===== src/design/cate_pkg.sv =====
`timescale 1ns / 1ps
`default_nettype none

package cate_pkg;

	localparam logic CMD_ACCESS = 1'b0;
	localparam logic CMD_EVICT  = 1'b1;

	localparam logic [1:0] TIER_COLD = 2'd0;
	localparam logic [1:0] TIER_WARM = 2'd1;
	localparam logic [1:0] TIER_HOT  = 2'd2;

	localparam logic [1:0] ACT_NONE    = 2'd0;
	localparam logic [1:0] ACT_INSERT  = 2'd1;
	localparam logic [1:0] ACT_MOVE    = 2'd2;
	localparam logic [1:0] ACT_PROMOTE = 2'd3;

	localparam logic [1:0] LVL_LOW  = 2'd0;
	localparam logic [1:0] LVL_MED  = 2'd1;
	localparam logic [1:0] LVL_HIGH = 2'd2;

	localparam logic REG_HIGH_LEVEL = 1'b0;
	localparam logic REG_LOW_LEVEL  = 1'b1;

	localparam logic [9:0] HIGH_LEVEL_RST = 10'd700;
	localparam logic [9:0] LOW_LEVEL_RST  = 10'd300;
	localparam logic [9:0] SCORE_MAX      = 10'd1000;

	localparam logic [47:0] COLD_AGE_HIGH = 48'd1000000000;
	localparam logic [47:0] COLD_AGE_MED  = 48'd500000000;
	localparam logic [47:0] COLD_AGE_LOW  = 48'd200000000;
	localparam logic [47:0] WARM_AGE_LOW  = 48'd300000000;
	localparam logic [32:0] WARM_BASE     = 33'd1000000000;
	localparam logic [19:0] WARM_STEP     = 20'd1000000;
	localparam logic [26:0] HOT_BASE      = 27'd100000000;
	// floor(score / 10) = (score * 205) >> 11 for score up to 1023
	localparam logic [7:0]  DIV10_MUL     = 8'd205;

	typedef struct packed {
		logic        evict;
		logic [1:0]  next_tier;
		logic [15:0] new_count;
		logic [1:0]  list_action;
	} cate_res_t;

endpackage

`default_nettype wire


===== src/design/congestion_adaptive_tier_eviction.sv =====
// channel | handshake            | payload
// in      | in_valid / in_ready  | cmd, link metrics, tier, hit_count, age_ns, busy_req
// out     | out_valid / out_ready| evict, congestion_score, next_tier, new_count, list_action
// cfg     | psel/penable/pwrite  | paddr[2:0], pwdata, prdata, pready (always high)
//
// One item per cycle sustained while out_ready is high; each item passes the score stage, then the decision stage.
// The score stage registers the congestion score; the decision stage holds the result.
// Reset clears both stage valids and loads the level registers with 700 and 300.
// A stalled output holds the result stage; the score stage refills while that slot drains.
`timescale 1ns / 1ps
`default_nettype none

module congestion_adaptive_tier_eviction
	import cate_pkg::*;
(
	input  wire logic        clk,
	input  wire logic        arst_n,

	input  wire logic        in_valid,
	output logic             in_ready,
	input  wire logic        cmd,
	input  wire logic [31:0] rtt_scaled,
	input  wire logic [31:0] jitter_scaled,
	input  wire logic [15:0] retrans_in_flight,
	input  wire logic [15:0] lost_segments,
	input  wire logic [31:0] lifetime_retrans,
	input  wire logic [15:0] in_flight,
	input  wire logic [15:0] window_segments,
	input  wire logic [1:0]  tier,
	input  wire logic [15:0] hit_count,
	input  wire logic [47:0] age_ns,
	input  wire logic        busy_req,

	output logic             out_valid,
	input  wire logic        out_ready,
	output logic             evict,
	output logic      [9:0]  congestion_score,
	output logic      [1:0]  next_tier,
	output logic      [15:0] new_count,
	output logic      [1:0]  list_action,

	input  wire logic        psel,
	input  wire logic        penable,
	input  wire logic        pwrite,
	input  wire logic [2:0]  paddr,
	input  wire logic [31:0] pwdata,
	output logic      [31:0] prdata,
	output logic             pready
);

	logic [9:0]  high_level_q;
	logic [9:0]  low_level_q;

	logic        valid_s1;
	logic        cmd_s1;
	logic [1:0]  tier_s1;
	logic [15:0] count_s1;
	logic [47:0] age_s1;
	logic        busy_s1;
	logic [9:0]  score_s1;

	logic        valid_s2;
	logic [9:0]  score_s2;
	cate_res_t   res_s2;

	logic [9:0]  score_c;
	cate_res_t   res_c;
	logic        adv_s2;
	logic        take_in;

	assign pready   = 1'b1;
	assign adv_s2   = !valid_s2 || out_ready;
	assign in_ready = !valid_s1 || adv_s2;
	assign take_in  = in_valid && in_ready;

	always_ff @(posedge clk or negedge arst_n) begin
		if (!arst_n) begin
			high_level_q <= HIGH_LEVEL_RST;
			low_level_q  <= LOW_LEVEL_RST;
		end else if (psel && penable && pwrite && pready) begin
			unique case (paddr[2])
				REG_HIGH_LEVEL: high_level_q <= pwdata[9:0];
				REG_LOW_LEVEL:  low_level_q  <= pwdata[9:0];
				default: ;
			endcase
		end
	end

	always_comb begin
		unique case (paddr[2])
			REG_HIGH_LEVEL: prdata = {22'd0, high_level_q};
			REG_LOW_LEVEL:  prdata = {22'd0, low_level_q};
			default:        prdata = 32'd0;
		endcase
	end

	cate_score u_score (
		.rtt_scaled        (rtt_scaled),
		.jitter_scaled     (jitter_scaled),
		.retrans_in_flight (retrans_in_flight),
		.lost_segments     (lost_segments),
		.lifetime_retrans  (lifetime_retrans),
		.in_flight         (in_flight),
		.window_segments   (window_segments),
		.score             (score_c)
	);

	always_ff @(posedge clk or negedge arst_n) begin
		if (!arst_n) begin
			valid_s1 <= 1'b0;
		end else if (in_ready) begin
			valid_s1 <= in_valid;
		end
	end

	always_ff @(posedge clk) begin
		if (take_in) begin
			cmd_s1   <= cmd;
			tier_s1  <= tier;
			count_s1 <= hit_count;
			age_s1   <= age_ns;
			busy_s1  <= busy_req;
			score_s1 <= score_c;
		end
	end

	cate_decide u_decide (
		.cmd        (cmd_s1),
		.tier       (tier_s1),
		.hit_count  (count_s1),
		.age_ns     (age_s1),
		.busy_req   (busy_s1),
		.score      (score_s1),
		.high_level (high_level_q),
		.low_level  (low_level_q),
		.res        (res_c)
	);

	always_ff @(posedge clk or negedge arst_n) begin
		if (!arst_n) begin
			valid_s2 <= 1'b0;
		end else if (adv_s2) begin
			valid_s2 <= valid_s1;
		end
	end

	always_ff @(posedge clk) begin
		if (adv_s2 && valid_s1) begin
			score_s2 <= score_s1;
			res_s2   <= res_c;
		end
	end

	assign out_valid        = valid_s2;
	assign evict            = res_s2.evict;
	assign congestion_score = score_s2;
	assign next_tier        = res_s2.next_tier;
	assign new_count        = res_s2.new_count;
	assign list_action      = res_s2.list_action;

	a_score_range: assert property (@(posedge clk) disable iff (!arst_n)
		valid_s2 |-> (score_s2 <= SCORE_MAX))
		else $error("score above saturation limit");

	a_evict_no_action: assert property (@(posedge clk) disable iff (!arst_n)
		valid_s2 && res_s2.evict |-> (res_s2.list_action == ACT_NONE && res_s2.new_count == 16'd0))
		else $error("eviction result carries access fields");

	a_access_count: assert property (@(posedge clk) disable iff (!arst_n)
		valid_s2 && res_s2.list_action != ACT_NONE |-> res_s2.new_count != 16'd0)
		else $error("access result with zero count");

	a_s1_hold: assert property (@(posedge clk) disable iff (!arst_n)
		valid_s1 && !adv_s2 |=> valid_s1 && $stable(score_s1))
		else $error("score stage lost an item under stall");

endmodule

`default_nettype wire


===== src/design/cate_score.sv =====
`timescale 1ns / 1ps
`default_nettype none

module cate_score
	import cate_pkg::*;
(
	input  wire logic [31:0] rtt_scaled,
	input  wire logic [31:0] jitter_scaled,
	input  wire logic [15:0] retrans_in_flight,
	input  wire logic [15:0] lost_segments,
	input  wire logic [31:0] lifetime_retrans,
	input  wire logic [15:0] in_flight,
	input  wire logic [15:0] window_segments,
	output logic      [9:0]  score
);

	logic [28:0] rtt;
	logic [28:0] dev;
	logic [8:0]  rtt_pts;
	logic [8:0]  dev_pts;
	logic [7:0]  ret_pts;
	logic [7:0]  win_pts;
	logic [16:0] pout_x2;
	logic [17:0] pout_x3;
	logic [10:0] sum;

	assign rtt     = rtt_scaled[31:3];
	assign dev     = jitter_scaled[31:3];
	assign pout_x2 = {in_flight, 1'b0};
	assign pout_x3 = {1'b0, in_flight, 1'b0} + {2'b00, in_flight};

	always_comb begin
		if (rtt > 29'd100000)     rtt_pts = 9'd400;
		else if (rtt > 29'd50000) rtt_pts = 9'd300;
		else if (rtt > 29'd20000) rtt_pts = 9'd200;
		else if (rtt > 29'd5000)  rtt_pts = 9'd100;
		else                      rtt_pts = 9'd0;

		if (dev > 29'd20000)      dev_pts = 9'd250;
		else if (dev > 29'd10000) dev_pts = 9'd200;
		else if (dev > 29'd5000)  dev_pts = 9'd150;
		else if (dev > 29'd1000)  dev_pts = 9'd100;
		else                      dev_pts = 9'd0;

		if (retrans_in_flight > 16'd5 || lost_segments != 16'd0) ret_pts = 8'd200;
		else if (lifetime_retrans > 32'd10)                       ret_pts = 8'd150;
		else if (lifetime_retrans != 32'd0)                       ret_pts = 8'd50;
		else                                                      ret_pts = 8'd0;

		win_pts = 8'd0;
		if (in_flight != 16'd0 && window_segments != 16'd0) begin
			if (pout_x2 > {1'b0, window_segments})       win_pts = 8'd150;
			else if (pout_x3 > {2'b00, window_segments}) win_pts = 8'd100;
		end

		sum = {2'b00, rtt_pts} + {2'b00, dev_pts} + {3'b000, ret_pts} + {3'b000, win_pts};
		score = (sum > {1'b0, SCORE_MAX}) ? SCORE_MAX : sum[9:0];
	end

endmodule

`default_nettype wire


===== src/design/cate_decide.sv =====
`timescale 1ns / 1ps
`default_nettype none

module cate_decide
	import cate_pkg::*;
(
	input  wire logic        cmd,
	input  wire logic [1:0]  tier,
	input  wire logic [15:0] hit_count,
	input  wire logic [47:0] age_ns,
	input  wire logic        busy_req,
	input  wire logic [9:0]  score,
	input  wire logic [9:0]  high_level,
	input  wire logic [9:0]  low_level,
	output cate_res_t        res
);

	logic [1:0]  lvl;
	logic [32:0] ws;
	logic [33:0] ws_x2;
	logic [32:0] ws_half;
	logic [17:0] div_prod;
	logic [6:0]  score_div10;
	logic [26:0] rw;
	logic [28:0] rw_x2;
	logic [28:0] rw_x3;
	logic        ev;
	logic [15:0] cnt_inc;
	logic [2:0]  warm_at;
	logic [2:0]  hot_at;
	logic [1:0]  t;

	assign ws          = WARM_BASE + 33'(score) * 33'(WARM_STEP);
	assign ws_x2       = {ws, 1'b0};
	assign ws_half     = {1'b0, ws[32:1]};
	assign div_prod    = 18'(score) * 18'(DIV10_MUL);
	assign score_div10 = div_prod[17:11];
	assign rw          = HOT_BASE + 27'(score_div10);
	assign rw_x2       = {1'b0, rw, 1'b0};
	assign rw_x3       = rw_x2 + 29'(rw);

	always_comb begin
		if (score > high_level)     lvl = LVL_HIGH;
		else if (score > low_level) lvl = LVL_MED;
		else                        lvl = LVL_LOW;
	end

	always_comb begin
		ev = 1'b0;
		unique case (tier)
			TIER_COLD: begin
				if (lvl == LVL_HIGH)     ev = age_ns > COLD_AGE_HIGH;
				else if (lvl == LVL_MED) ev = age_ns > COLD_AGE_MED;
				else                     ev = age_ns > COLD_AGE_LOW;
			end
			TIER_WARM: begin
				if (lvl == LVL_HIGH)
					ev = (age_ns >= 48'(ws)) && (age_ns > 48'(ws_x2));
				else if (lvl == LVL_MED)
					ev = (age_ns >= 48'(ws_half)) && (age_ns > 48'(ws));
				else
					ev = age_ns > WARM_AGE_LOW;
			end
			default: begin
				if (lvl == LVL_HIGH)     ev = age_ns > 48'(rw_x3);
				else if (lvl == LVL_MED) ev = age_ns > 48'(rw_x2);
				else                     ev = age_ns > 48'(rw);
			end
		endcase
	end

	always_comb begin
		cnt_inc = (hit_count == 16'hFFFF) ? hit_count : hit_count + 16'd1;
		if (lvl == LVL_HIGH) begin
			warm_at = 3'd1;
			hot_at  = 3'd2;
		end else if (lvl == LVL_MED) begin
			warm_at = 3'd2;
			hot_at  = 3'd3;
		end else begin
			warm_at = 3'd3;
			hot_at  = 3'd6;
		end
		if (cnt_inc >= 16'(hot_at))       t = TIER_HOT;
		else if (cnt_inc >= 16'(warm_at)) t = TIER_WARM;
		else                              t = TIER_COLD;

		res = '0;
		if (cmd == CMD_EVICT) begin
			if (hit_count == 16'd0) res.evict = 1'b1;
			else if (busy_req)      res.evict = 1'b0;
			else                    res.evict = ev;
		end else if (hit_count == 16'd0) begin
			res.new_count   = 16'd1;
			res.next_tier   = TIER_COLD;
			res.list_action = ACT_INSERT;
		end else begin
			res.new_count   = cnt_inc;
			res.next_tier   = t;
			res.list_action = (t > tier) ? ACT_PROMOTE : ACT_MOVE;
		end
	end

endmodule

`default_nettype wire

===== config.mk =====
export PLATFORM = sky130hd
export DESIGN_NAME = congestion_adaptive_tier_eviction
export DESIGN_NICKNAME = d
export VERILOG_FILES = /design/src/design/cate_pkg.sv /design/src/design/congestion_adaptive_tier_eviction.sv /design/src/design/cate_score.sv /design/src/design/cate_decide.sv
export SDC_FILE = /design/constraint.sdc
export NUM_CORES = 1
export LEC_CHECK = 0
export BUFFER_PORTS_ARGS = -buffer_cell sky130_fd_sc_hd__buf_2
export CAP_MARGIN = 30
export CORE_UTILIZATION = 25
export DETAILED_ROUTE_END_ITERATION = 8
export SLEW_MARGIN = 20
export SYNTH_ARGS = -nofsm -noshare
export SYNTH_HDL_FRONTEND = slang
export SYNTH_HIERARCHICAL = 1
export SYNTH_SLANG_ARGS = --single-unit

===== constraint.sdc =====
create_clock -name clk -period 11.05 [get_ports clk]
set_input_delay 1.6575 -clock clk [delete_from_list [all_inputs] [get_ports clk]]
set_output_delay 1.6575 -clock clk [all_outputs]
set_load 0.005 [all_outputs]

==> reports/qor.yml <==
logic_synthesis:
  synth_ff_type: "edfxtp_1"
  async_reset_ff_share_pct: 16.79
  syn_inst: 1720
  synth.area.top_cells: "ha_1, edfxtp_1, fa_1, inv_1, a21oi_1"
  synth_commonest_cells: "ha_1, inv_1, edfxtp_1"
  synth.most_common_cell: "ha_1"
  yosys.cell_types.count: 102
  ys_seq_area_share_pct: 23.48
  synth-seq-cells: 131
  ys_warn_count: 6
  synth_top_area_share_pct: 23.43
  synth-edff-count: 109
  netlist_area_sq_um: 16340
  avgSynthCellArea_sq_um: 9.500
  synth_top_area_cell: "ha_1"
place:
  globalplace.congestion: 0.8992
  post-place-cells: 2831
  preCtsSetupSlack_ns: 2.141
  dp_hpwl_microns: 35060
  port_buffers: 281
  placed_cell_area_sq_um: 18630
timing:
  slew_headroom_pct: 38.42
  setup_viol: 0
  period_share_pct: 79.95
  finalSetupTns_ns: 0
  final_max_slew_viol_count: 0
  setup_slack_ns: 2.216
  max_freq_mhz: 113.2
  finalHoldViolCount: 0
  tightest_slew_ns: 0.9228
  rsz0062_at_grt: "false"
  finClkSkew_ns: 0.008752
  fin_crit_ns: 8.834
global_route:
  antenna_found_initial: 0
  track_usage_pct: 12.78
  grt_pass1_wl_microns: 68250
  grt_pass1_vias: 13099
  grt-ovfl-total: 0
  grt_max_degree: 64
clocking:
  postCtsSetupBuffers: 0
  hold_buffers: 0
  cts_tree: "built"
  ctsResizeCount: 0
  cts.path.max_buffers: 2
  clk_pin_slew_ns: 0.06
  worstSkewPairLatency_ns: 0.45
  cts-root-buf: "clkbuf_16"
  cts_max_level: 4
  clock-sinks: 131
  cts_made_buffers: 17
floorplanning:
  initial_core_util_pct: 25.35
  die-area_sq_um: 66390
  die_w_microns: 257.7
  ioPinCount: 336
  rows: 93
  fp.dieH_microns: 257.7
  fp.coreArea_sq_um: 64460
setup_path:
  crit_type: "register to register"
  startpoint_type: "register"
  cp-end-kind: "register"
  crit_path_start: "score_s1[1]$_DFFE_PP_"
  worstReg2RegStart: "score_s1[1]$_DFFE_PP_"
  cpPeakStageDelay_ns: 0.74
  cpMostUsedCell: "fa_1"
  cp_max_fo: 10
  slowest_stage: "edfxtp_1"
  critical_path_arrival_ns: 9.03
  required_ns: 11.25
finish:
  n_antenna_cell: 0
  layout.nets: 2628
  design_area_sq_um: 19210
  syn_to_final_growth_pct: 17.57
  nFillCells: 6836
  final_layout_size_suffix_gt1_share_pct: 19.92
  stdcell_count: 2863
detailed_routing:
  vias_per_cell: 4.760
  wirelength_microns: 42860
  drtAntennaViolNets: 0
  drc: 0
  route.vias.total: 13629
  wire_per_inst_microns: 14.97
  met1Wirelength_microns: 19950
  top_layer_used: "met4"
  routed-wl-met3_microns: 1778
  first_iter_violations: 728
  dr_wl_met2_microns: 20570
  drt-pass1-iter-count: 4
worst_hold_path:
  holdCritStartpoint: "valid_s1$_DFFE_PN0P_"
  hp-class: "register to register"
status:
  status: "finished clean"
job:
  maxCapViolCount: 0
sequential cells by signal, indices dropped and copies added, names as in the netlist:
| name | cells |
|---|---|
| cmd_s1 | 1 |
| tier_s1 | 2 |
| new_count | 16 |
| count_s1 | 16 |
| busy_s1 | 1 |
| congestion_score | 10 |
| high_level_q | 10 |
| out_valid | 1 |
| low_level_q | 10 |
| next_tier | 2 |
| score_s1 | 10 |
| evict | 1 |
| valid_s1 | 1 |
| list_action | 2 |
| age_s1 | 48 |
per-layer routing:
metal / GRT usage (%) / vias to the layer above
li1: - / 6896
met2: 21.85 / 299
met4: 3.172 / 0
met5: 0 / -
met1: 16.67 / 6410
met3: 2.091 / 24
stage by stage:
stage	hold WS (ns)	util (%)
after floorplan	0.4490	-
after global placement	0.4739	28.85
after detailed placement	0.4769	28.90
after CTS	0.4953	29.80
after global routing	0.5174	29.80
final	0.4894	29.80
worst max-delay path: cells and delay by family, from the launching register on:
family / cells / cell delay (ns)
AOI/OAI and AO/OA: 11 / 2.54
adders and majority gates: 8 / 3.38
buffers and inverters: 2 / 0.11
DFF: 1 / 0.74
muxes: 1 / 0.27
and+or+nand+nor: 6 / 1.53
cell usage in the layout (no fill, tap or decap), types with 9 or more instances in the layout:
master       n
a21o_1      55
a21oi_1     89
and2_1       9
and3_1      11
buf_2      282
clkbuf_16   17
conb_1      24
dfrtp_1     12
dfstp_2     10
edfxtp_1   109
fa_1        57
ha_1       306
inv_1      185
mux2_2      23
mux2_4      10
nand2_1     65
nand2b_1    21
nand3_1     41
nand4_1     59
nor2_1      97
nor2b_1     22
nor3_1      39
nor4_1      53
o211ai_1    10
o21a_1      27
o21ai_0     60
o21bai_1    12
o31ai_1      9
or3_1       10
xnor2_1     49
xor2_1      30
logic make-up (layout without fill, tap and decap cells):
kind of cell / Yosys count / after routing / share of synthesized area, %
AOI/OAI and AO/OA: 372 / 372 / 15.74
muxes: 36 / 36 / 2.688
xor gates and xnor gates: 81 / 81 / 4.510
buffers and inverters: 240 / 507 / 6.286
adders and majority gates: 364 / 364 / 30.48
DFF: 131 / 131 / 23.48
other: 3 / 24 / 0.06891
and+or+nand+nor: 493 / 493 / 16.75
path summary, 6_finish.rpt:
path / to / slack (ns) / cells past startpoint
max: evict$_DFFE_PP_ / 2.22 / 28
min: out_valid$_DFFE_PN0P_ / 0.49 / 1
max reg2reg: evict$_DFFE_PP_ / 2.22 / 28
min reg2reg: out_valid$_DFFE_PN0P_ / 0.49 / 1
max in group asynchronous: high_level_q[3]$_DFFE_PN1P_ / 9.52 / 1
min in group asynchronous: valid_s1$_DFFE_PN0P_ / 1.17 / 1
final cells by class:
| type | instances | area (sq um) | area share, % |
|---|---|---|---|
| multi-input combinational | 1370 | 11560 | 60.17 |
| sequential | 131 | 3836 | 19.97 |
| timing repair buffer | 289 | 1468 | 7.639 |
| tap | 855 | 1070 | 5.568 |
| inverter | 186 | 698.2 | 3.634 |
| clock buffer | 18 | 429.2 | 2.234 |
| clock inverter | 14 | 151.4 | 0.7880 |
Power is not shown: default switching activity piles up to over one toggle a cycle in this logic, so the estimate is an artifact.
